===== src/design/irfc_pkg.sv =====
// Shared types and constants for the inverter reply frame checker.
`timescale 1ns / 1ps

package irfc_pkg;

  // Frame bound in bytes: a frame, terminator included, must be shorter than this.
  localparam int unsigned MaxFrame = 128;
  localparam int unsigned CountW   = $clog2(MaxFrame);

  // Request kinds carried on the input tuser.
  localparam logic [1:0] OpCmd  = 2'd0;
  localparam logic [1:0] OpPoll = 2'd1;
  localparam logic [1:0] OpByte = 2'd2;
  localparam logic [1:0] OpTick = 2'd3;

  // Result status codes.
  localparam logic [2:0] StCmdAck     = 3'd0;
  localparam logic [2:0] StCmdNoAck   = 3'd1;
  localparam logic [2:0] StCmdCrcBad  = 3'd2;
  localparam logic [2:0] StCmdLenBad  = 3'd3;
  localparam logic [2:0] StPollOk     = 3'd4;
  localparam logic [2:0] StPollNak    = 3'd5;
  localparam logic [2:0] StPollCrcBad = 3'd6;
  localparam logic [2:0] StTimeout    = 3'd7;

  // Configuration register indexes (word address).
  localparam logic [1:0] RegTimeout = 2'd0;
  localparam logic [1:0] RegPoly    = 2'd1;
  localparam logic [1:0] RegInit    = 2'd2;

  localparam logic [15:0] TimeoutRst = 16'd1000;
  localparam logic [15:0] PolyRst    = 16'h1021;
  localparam logic [15:0] InitRst    = 16'h0000;

  // Packed so that status sits in the low bits.
  typedef struct packed {
    logic [6:0] payload_length;
    logic       was_poll;
    logic [2:0] status;
  } irfc_result_t;

endpackage


===== src/design/inverter_reply_frame_checker_core.sv =====
// Flow: an accepted transaction is held in the input register and checked there; its status,
// if any, is registered into the output buffer, whose head drives the master side.
// Throughput: one transaction per cycle unless both output slots are full; the CRC byte update is a
// combinational eight-step shift network and a two-entry output buffer absorbs stalls.
// Reset (rst_ni low, asynchronous) empties all stages, closes any wait and loads
// the register defaults; no clearing pass follows.
`timescale 1ns / 1ps

module inverter_reply_frame_checker_core
  import irfc_pkg::*;
(
  input  logic        clk_i,
  input  logic        rst_ni,
  input  logic        s_axis_tvalid_i,
  output logic        s_axis_tready_o,
  input  logic [7:0]  s_axis_tdata_i,   // [7:0] rx_byte
  input  logic [1:0]  s_axis_tuser_i,   // [1:0] op
  output logic        m_axis_tvalid_o,
  input  logic        m_axis_tready_i,
  output logic [15:0] m_axis_tdata_o,   // [2:0] status, [3] was_poll, [10:4] payload_length
  input  logic        psel,
  input  logic        penable,
  input  logic        pwrite,
  input  logic [3:0]  paddr,
  input  logic [31:0] pwdata,
  output logic [31:0] prdata,
  output logic        pready
);

  logic [15:0] timeout_q, poly_q, init_q;
  logic        cfg_wr;

  logic        in_valid_q;
  logic [1:0]  in_op_q;
  logic [7:0]  in_byte_q;
  logic        proc_en;

  logic         res_valid;
  irfc_result_t res;

  logic         out_valid_q, sk_valid_q;
  irfc_result_t out_q, sk_q;
  logic         pop;
  logic         push;

  // configuration registers
  assign pready = 1'b1;
  assign cfg_wr = psel && penable && pwrite;

  always_ff @(posedge clk_i or negedge rst_ni) begin
    if (!rst_ni) begin
      timeout_q <= TimeoutRst;
      poly_q    <= PolyRst;
      init_q    <= InitRst;
    end else if (cfg_wr) begin
      case (paddr[3:2])
        RegTimeout: timeout_q <= pwdata[15:0];
        RegPoly:    poly_q    <= pwdata[15:0];
        RegInit:    init_q    <= pwdata[15:0];
        default:    ;
      endcase
    end
  end

  always_comb begin
    case (paddr[3:2])
      RegTimeout: prdata = {16'd0, timeout_q};
      RegPoly:    prdata = {16'd0, poly_q};
      RegInit:    prdata = {16'd0, init_q};
      default:    prdata = '0;
    endcase
  end

  // input register; processing stalls only when both output slots are full
  assign proc_en         = in_valid_q && !sk_valid_q;
  assign s_axis_tready_o = !in_valid_q || proc_en;

  always_ff @(posedge clk_i or negedge rst_ni) begin
    if (!rst_ni) begin
      in_valid_q <= 1'b0;
    end else if (s_axis_tready_o) begin
      in_valid_q <= s_axis_tvalid_i;
    end
  end

  always_ff @(posedge clk_i) begin
    if (s_axis_tready_o && s_axis_tvalid_i) begin
      in_op_q   <= s_axis_tuser_i;
      in_byte_q <= s_axis_tdata_i;
    end
  end

  irfc_frame u_frame (
    .clk_i           (clk_i),
    .rst_ni          (rst_ni),
    .en_i            (proc_en),
    .op_i            (in_op_q),
    .rx_byte_i       (in_byte_q),
    .timeout_ticks_i (timeout_q),
    .crc_poly_i      (poly_q),
    .crc_init_i      (init_q),
    .res_valid_o     (res_valid),
    .res_o           (res)
  );

  // two-entry output buffer: head drives the port, skid catches a stalled result
  assign pop  = out_valid_q && m_axis_tready_i;
  assign push = res_valid;

  always_ff @(posedge clk_i or negedge rst_ni) begin
    if (!rst_ni) begin
      out_valid_q <= 1'b0;
      sk_valid_q  <= 1'b0;
    end else if (pop) begin
      if (sk_valid_q) begin
        sk_valid_q <= push;
      end else begin
        out_valid_q <= push;
      end
    end else if (!out_valid_q) begin
      out_valid_q <= push;
    end else if (push) begin
      sk_valid_q <= 1'b1;
    end
  end

  always_ff @(posedge clk_i) begin
    if (pop) begin
      if (sk_valid_q) begin
        out_q <= sk_q;
        if (push) begin
          sk_q <= res;
        end
      end else if (push) begin
        out_q <= res;
      end
    end else if (!out_valid_q) begin
      if (push) begin
        out_q <= res;
      end
    end else if (push) begin
      sk_q <= res;
    end
  end

  assign m_axis_tvalid_o = out_valid_q;
  assign m_axis_tdata_o  = {5'd0, out_q};

`ifndef SYNTHESIS
  a_skid_behind_head: assert property (@(posedge clk_i) disable iff (!rst_ni)
    sk_valid_q |-> out_valid_q)
    else $error("skid entry valid with empty head");
  a_stall_only_full: assert property (@(posedge clk_i) disable iff (!rst_ni)
    !s_axis_tready_o |-> in_valid_q && sk_valid_q)
    else $error("input stalled with room in the output buffer");
  a_held_item_kept: assert property (@(posedge clk_i) disable iff (!rst_ni)
    in_valid_q && sk_valid_q |=> in_valid_q && $stable(in_op_q) && $stable(in_byte_q))
    else $error("pending transaction lost while output full");
`endif

endmodule


===== src/design/irfc_frame.sv =====
// Frame state and per-transaction checking: CRC, length, ACK/NAK and timeout.
`timescale 1ns / 1ps

module irfc_frame
  import irfc_pkg::*;
(
  input  logic         clk_i,
  input  logic         rst_ni,
  input  logic         en_i,
  input  logic [1:0]   op_i,
  input  logic [7:0]   rx_byte_i,
  input  logic [15:0]  timeout_ticks_i,
  input  logic [15:0]  crc_poly_i,
  input  logic [15:0]  crc_init_i,
  output logic         res_valid_o,
  output irfc_result_t res_o
);

  localparam logic [1:0] ModeIdle = 2'd0;
  localparam logic [1:0] ModeCmd  = 2'd1;
  localparam logic [1:0] ModePoll = 2'd2;

  localparam logic [7:0] EndMark = 8'h0D;
  localparam logic [CountW-1:0] CntLast = CountW'(MaxFrame - 1);

  function automatic logic [15:0] crc_feed(input logic [15:0] crc, input logic [7:0] b,
                                           input logic [15:0] poly);
    logic [15:0] c;
    c = crc ^ {b, 8'h00};
    for (int i = 0; i < 8; i++) begin
      if (c[15]) begin
        c = {c[14:0], 1'b0} ^ poly;
      end else begin
        c = {c[14:0], 1'b0};
      end
    end
    return c;
  endfunction

  function automatic logic [7:0] bump(input logic [7:0] b);
    if (b == 8'h28 || b == 8'h0D || b == 8'h0A) begin
      return b + 8'd1;
    end
    return b;
  endfunction

  logic [1:0]        mode_q, mode_d;
  logic [CountW-1:0] cnt_q, cnt_d;
  logic [15:0]       crc_q, crc_d;
  logic [1:0][7:0]   held_q, held_d;
  logic [3:0][7:0]   head_q, head_d;
  logic [15:0]       tick_q, tick_d;

  logic              has_res;
  logic              clear;
  logic [2:0]        status;
  logic [CountW-1:0] payload;
  logic              have_pair;
  logic              crc_ok;
  logic              is_ack;
  logic              is_nak;
  logic              waiting;

  assign waiting   = (mode_q == ModeCmd) || (mode_q == ModePoll);
  assign have_pair = cnt_q >= CountW'(2);
  assign payload   = have_pair ? cnt_q - CountW'(2) : '0;
  assign crc_ok    = have_pair && (bump(crc_q[15:8]) == held_q[0])
                     && (bump(crc_q[7:0]) == held_q[1]);
  assign is_ack    = (head_q[1] == "A") && (head_q[2] == "C") && (head_q[3] == "K");
  assign is_nak    = (payload >= CountW'(4)) && (head_q[0] == "(") && (head_q[1] == "N")
                     && (head_q[2] == "A") && (head_q[3] == "K");

  always_comb begin
    mode_d  = mode_q;
    cnt_d   = cnt_q;
    crc_d   = crc_q;
    held_d  = held_q;
    head_d  = head_q;
    tick_d  = tick_q;
    has_res = 1'b0;
    clear   = 1'b0;
    status  = StTimeout;
    if (en_i) begin
      case (op_i)
        OpCmd: begin
          mode_d = ModeCmd;
          tick_d = '0;
          clear  = 1'b1;
        end
        OpPoll: begin
          mode_d = ModePoll;
          tick_d = '0;
          clear  = 1'b1;
        end
        OpTick: begin
          if (waiting) begin
            if (tick_q >= timeout_ticks_i) begin
              has_res = 1'b1;
              status  = StTimeout;
            end else begin
              tick_d = tick_q + 16'd1;
            end
          end
        end
        default: begin
          if (waiting) begin
            if (cnt_q == CntLast) begin
              // overlong: drop the byte and start the frame over, wait stays open
              clear = 1'b1;
            end else if (rx_byte_i != EndMark) begin
              if (cnt_q < CountW'(4)) begin
                head_d[cnt_q[1:0]] = rx_byte_i;
              end
              if (have_pair) begin
                crc_d = crc_feed(crc_q, held_q[0], crc_poly_i);
              end
              held_d[0] = held_q[1];
              held_d[1] = rx_byte_i;
              cnt_d     = cnt_q + CountW'(1);
            end else begin
              has_res = 1'b1;
              if (mode_q == ModeCmd) begin
                if (!have_pair || payload != CountW'(4)) begin
                  status = StCmdLenBad;
                end else if (!crc_ok) begin
                  status = StCmdCrcBad;
                end else if (is_ack) begin
                  status = StCmdAck;
                end else begin
                  status = StCmdNoAck;
                end
              end else begin
                if (!crc_ok) begin
                  status = StPollCrcBad;
                end else if (is_nak) begin
                  status = StPollNak;
                end else begin
                  status = StPollOk;
                end
              end
            end
          end
        end
      endcase
    end
    if (has_res) begin
      mode_d = ModeIdle;
      tick_d = '0;
      clear  = 1'b1;
    end
    if (clear) begin
      cnt_d  = '0;
      crc_d  = crc_init_i;
      held_d = '0;
      head_d = '0;
    end
  end

  always_ff @(posedge clk_i or negedge rst_ni) begin
    if (!rst_ni) begin
      mode_q <= ModeIdle;
      cnt_q  <= '0;
      crc_q  <= InitRst;
      held_q <= '0;
      head_q <= '0;
      tick_q <= '0;
    end else begin
      mode_q <= mode_d;
      cnt_q  <= cnt_d;
      crc_q  <= crc_d;
      held_q <= held_d;
      head_q <= head_d;
      tick_q <= tick_d;
    end
  end

  assign res_valid_o          = has_res;
  assign res_o.status         = status;
  assign res_o.was_poll       = (mode_q == ModePoll);
  assign res_o.payload_length = (status == StTimeout) ? 7'd0 : 7'(payload);

`ifndef SYNTHESIS
  a_idle_after_result: assert property (@(posedge clk_i) disable iff (!rst_ni)
    res_valid_o |=> mode_q == ModeIdle)
    else $error("wait still open after a result");
  a_idle_clean: assert property (@(posedge clk_i) disable iff (!rst_ni)
    mode_q == ModeIdle |-> cnt_q == '0 && tick_q == '0)
    else $error("frame state left over while idle");
  a_result_needs_wait: assert property (@(posedge clk_i) disable iff (!rst_ni)
    res_valid_o |-> waiting && (op_i == OpByte || op_i == OpTick))
    else $error("result without an open wait");
`endif

endmodule

===== config.mk =====
export PLATFORM = sky130hd
export DESIGN_NAME = inverter_reply_frame_checker_core
export DESIGN_NICKNAME = d
export VERILOG_FILES = /design/src/design/irfc_pkg.sv /design/src/design/inverter_reply_frame_checker_core.sv /design/src/design/irfc_frame.sv
export SDC_FILE = /design/constraint.sdc
export NUM_CORES = 1
export LEC_CHECK = 0
export BUFFER_PORTS_ARGS = -buffer_cell sky130_fd_sc_hd__buf_2
export CORE_ASPECT_RATIO = 0.8
export CORE_MARGIN = 2
export CORE_UTILIZATION = 30
export DETAILED_ROUTE_END_ITERATION = 8
export GPL_TIMING_DRIVEN = 0
export PLACE_DENSITY = 0.52
export SYNTH_ARGS = -nofsm -noshare
export SYNTH_HDL_FRONTEND = slang
export SYNTH_SLANG_ARGS = --single-unit

===== constraint.sdc =====
create_clock -name clk_i -period 5.4 [get_ports clk_i]
set_input_delay 0.27 -clock clk_i [delete_from_list [all_inputs] [get_ports clk_i]]
set_output_delay 0.27 -clock clk_i [all_outputs]
set_load 0.01 [all_outputs]

==> qor.yml <==
cts_resized: 0
antenna_found_initial: 0
setup_tns_ps: 0
cts_sinks: 172
grt_pass1_wl_um: 53700
register_area_sq_mm: 0.00448
cp-end-kind: "register"
synth_ff_type: "dfrtp_1"
portBuffers: 63
area_growth_pct: 15.4
routed-via-count: 9338
initial_utilization_pct: 30.4
maxCapViolCount: 0
cts_tree: "built"
fin_util_pct: 35.1
drt-initial-drc-count: 779
hold_path_class: "in2reg"
ys_ff_latch: 172
diodes: 0
yosys.area.top_type_share_pct: 29.1
rsz0062_at_grt: "false"
synthTopCellsByArea: "dfrtp_1, edfxtp_1, nand2_1"
fmax_ghz: 0.219
synth_edf_count: 32
arrival_ps: 4940
dr.pass1.iters: 5
period_share_pct: 84.6
io_pins: 104
yosysSeqAreaShare_pct: 39.7
grt_util_all_layers_pct: 17.8
rows: 63
ys_types: 74
syn_avg_cell_area_sq_um: 9.37
fin_skew_ps: 15.1
path_class: "reg2reg"
clk-insertion-delay-late_ps: 450
slew_headroom_pct: 36.1
syn_inst: 1203
min_period_ps: 4570
drive_above_1_share_pct: 13.8
routed_wl_um: 34100
synthesis.area_sq_mm: 0.0113
slew_violations: 0
grt_pass1_vias: 9061
place_hpwl_um: 25300
gp_congestion: 0.857
setup_violations: 0
async_flop_share_pct: 81.4
drc: 0
dpl_cell_area_sq_mm: 0.0123
cp.required_ps: 5770
dieHeight_um: 177
start_kind: "register"
num-fill-cells: 3808
fin_nets: 1405
grt_max_degree: 92
die_area_sq_mm: 0.0392
drt-vias-per-instance: 5.14
status: "finished, final reports clean"
yosysWarnings: 0
h-tree-depth: 4
pre_cts_ws_ps: 926
gr-total-overflow: 0
fin_ws_ps: 832
worst_slew_pin_slew_ps: 956
max-clock-path-buffers: 2
cts-root-buf: "clkbuf_16"
yosys.area.top_type: "dfrtp_1"
fp.coreArea_sq_mm: 0.0370
die_x_um: 221
multi_input_area_sq_mm: 0.00629
ant_nets: 0
cts_made_buffers: 17
critPathMaxFanout: 10
hold_viol: 0
fin_area_sq_mm: 0.0130
path_clk_slew_ps: 70
wire_per_inst_um: 18.8
## worst paths after layout
kind	startpoint	end	slack (ps)	depth (start not counted)
max reg2reg	poly_q[15]	u_frame.crc_q[4]	830	14
min	s_axis_tdata_i[2]	in_byte_q[2]	20	1
max in group asynchronous	rst_ni	timeout_q[9]	4180	3
min in group asynchronous	rst_ni	sk_valid_q	340	2
min reg2reg	u_frame.head_q[3]	u_frame.head_q[3]	510	1
max	poly_q[15]	u_frame.crc_q[4]	830	14
## cell families (layout without fill, tap and decap cells)
| logic type | Yosys count | after routing | synth area share [%] |
|---|---|---|---|
| and+or+nand+nor | 425 | 425 | 17.9 |
| xor gates and xnor gates | 112 | 112 | 11.2 |
| muxes | 62 | 62 | 5.87 |
| buffers and inverters | 127 | 235 | 5.14 |
| DFF | 172 | 172 | 39.7 |
| AOI/OAI and AO/OA | 269 | 269 | 16.4 |
| other | 2 | 22 | 0.0666 |
| adders and majority gates | 34 | 34 | 3.77 |
## cell usage in the layout, fill, tap and decap left out, types with 6 or more instances in the layout
| cell type | instances |
|---|---|
| clkbuf_1 | 58 |
| nor4_1 | 8 |
| buf_4 | 24 |
| buf_2 | 66 |
| and3_1 | 18 |
| nand2b_1 | 6 |
| xnor3_1 | 13 |
| clkbuf_16 | 17 |
| or3_1 | 8 |
| o211ai_1 | 11 |
| nor2_1 | 43 |
| nand2_1 | 200 |
| edfxtp_1 | 32 |
| a21oi_1 | 27 |
| dlygate4sd3_1 | 12 |
| xnor2_1 | 74 |
| xor2_1 | 18 |
| nand4_1 | 24 |
| buf_1 | 6 |
| o21ai_1 | 8 |
| o21ai_0 | 91 |
| nand3_1 | 50 |
| and2_1 | 18 |
| a211oi_1 | 7 |
| dfstp_2 | 9 |
| nor3_1 | 21 |
| dfrtp_1 | 131 |
| conb_1 | 22 |
| a22o_1 | 33 |
| inv_1 | 34 |
| mux2i_1 | 29 |
| mux2_2 | 33 |
| ha_1 | 34 |
| a211o_1 | 22 |
| a21o_1 | 13 |
| a22oi_1 | 16 |
## critical path, cell delays in order, from the launching register on
cell      delay (ps)
dfrtp_1          410
buf_2            250
buf_1            490
nor2_1           100
a311oi_1         330
o32ai_1          160
a211o_1          260
xnor2_1          380
xor3_1           540
a211oi_2         360
clkbuf_1         390
o21ai_0          170
xnor3_1          290
a211o_1          300
nand3_1           80
## per-stage QoR
stage / std cells / hold WS, ps
finish: 1818 / 19.8
detailed placement: 1774 / 260
CTS: 1818 / 3.16
global route: 1818 / 2.62
floorplan: 1223 / -25.6
global placement: 1773 / 448
## routing by layer
metal	track usage, %	part of all wire [%]
met2	26.2	43
met5	0	0
met4	4.72	1.6
met3	3.31	4.7
met1	26.7	50
## sequential cells by signal (all words and copies together), names as in the netlist
name	cells
u_frame.head_q	32
u_frame.mode_q	2
u_frame.cnt_q	7
timeout_q	16
poly_q	16
init_q	16
in_byte_q	8
u_frame.tick_q	16
in_op_q	2
u_frame.crc_q	16
sk_valid_q	1
sk_q	11
in_valid_q	1
u_frame.held_q	16
m_axis_tvalid_o	1
m_axis_tdata_o	11
## timing repair
item / 4_1_cts / 5_1_grt
hold endpoints to repair: 60 / 0
hold buffers: 12 / 0
setup buffers: 0 / 0
## layout make-up
| cell class | instances | area share (%) |
|---|---|---|
| Clock inverter | 13 | 0.972 |
| Inverter | 34 | 0.981 |
| Clock buffer | 19 | 3.48 |
| Buffer | 93 | 3.47 |
| Tap cell | 487 | 4.68 |
| Sequential cell | 172 | 34.4 |
| Timing Repair Buffer | 76 | 3.61 |
| Multi-Input combinational cell | 924 | 48.4 |
## synthesized netlist by cell type (4+ instances only)
| library cell | n |
|---|---|
| dfrtp_1 | 131 |
| dfstp_2 | 9 |
| nor2b_1 | 4 |
| o211ai_1 | 11 |
| buf_2 | 4 |
| edfxtp_1 | 32 |
| or3_1 | 8 |
| a31oi_1 | 4 |
| o21ai_1 | 8 |
| and2_1 | 18 |
| buf_1 | 6 |
| xnor2_1 | 74 |
| nor3_1 | 21 |
| nor4b_1 | 4 |
| or2_2 | 5 |
| a21oi_1 | 27 |
| a22oi_1 | 16 |
| xor2_1 | 18 |
| nand4b_1 | 4 |
| buf_4 | 24 |
| a211oi_1 | 7 |
| clkbuf_1 | 58 |
| nand3_1 | 50 |
| nand2_1 | 200 |
| a21o_1 | 13 |
| xnor3_1 | 13 |
| nand4_1 | 24 |
| ha_1 | 34 |
| nor2_1 | 43 |
| mux2_2 | 33 |
| inv_1 | 34 |
| and3_1 | 18 |
| a22o_1 | 33 |
| a211o_1 | 22 |
| nor4_1 | 8 |
| mux2i_1 | 29 |
| nand2b_1 | 6 |
| o21ai_0 | 91 |
Power is not shown: default switching activity piles up to over one toggle a cycle in this logic, so the estimate is an artifact.
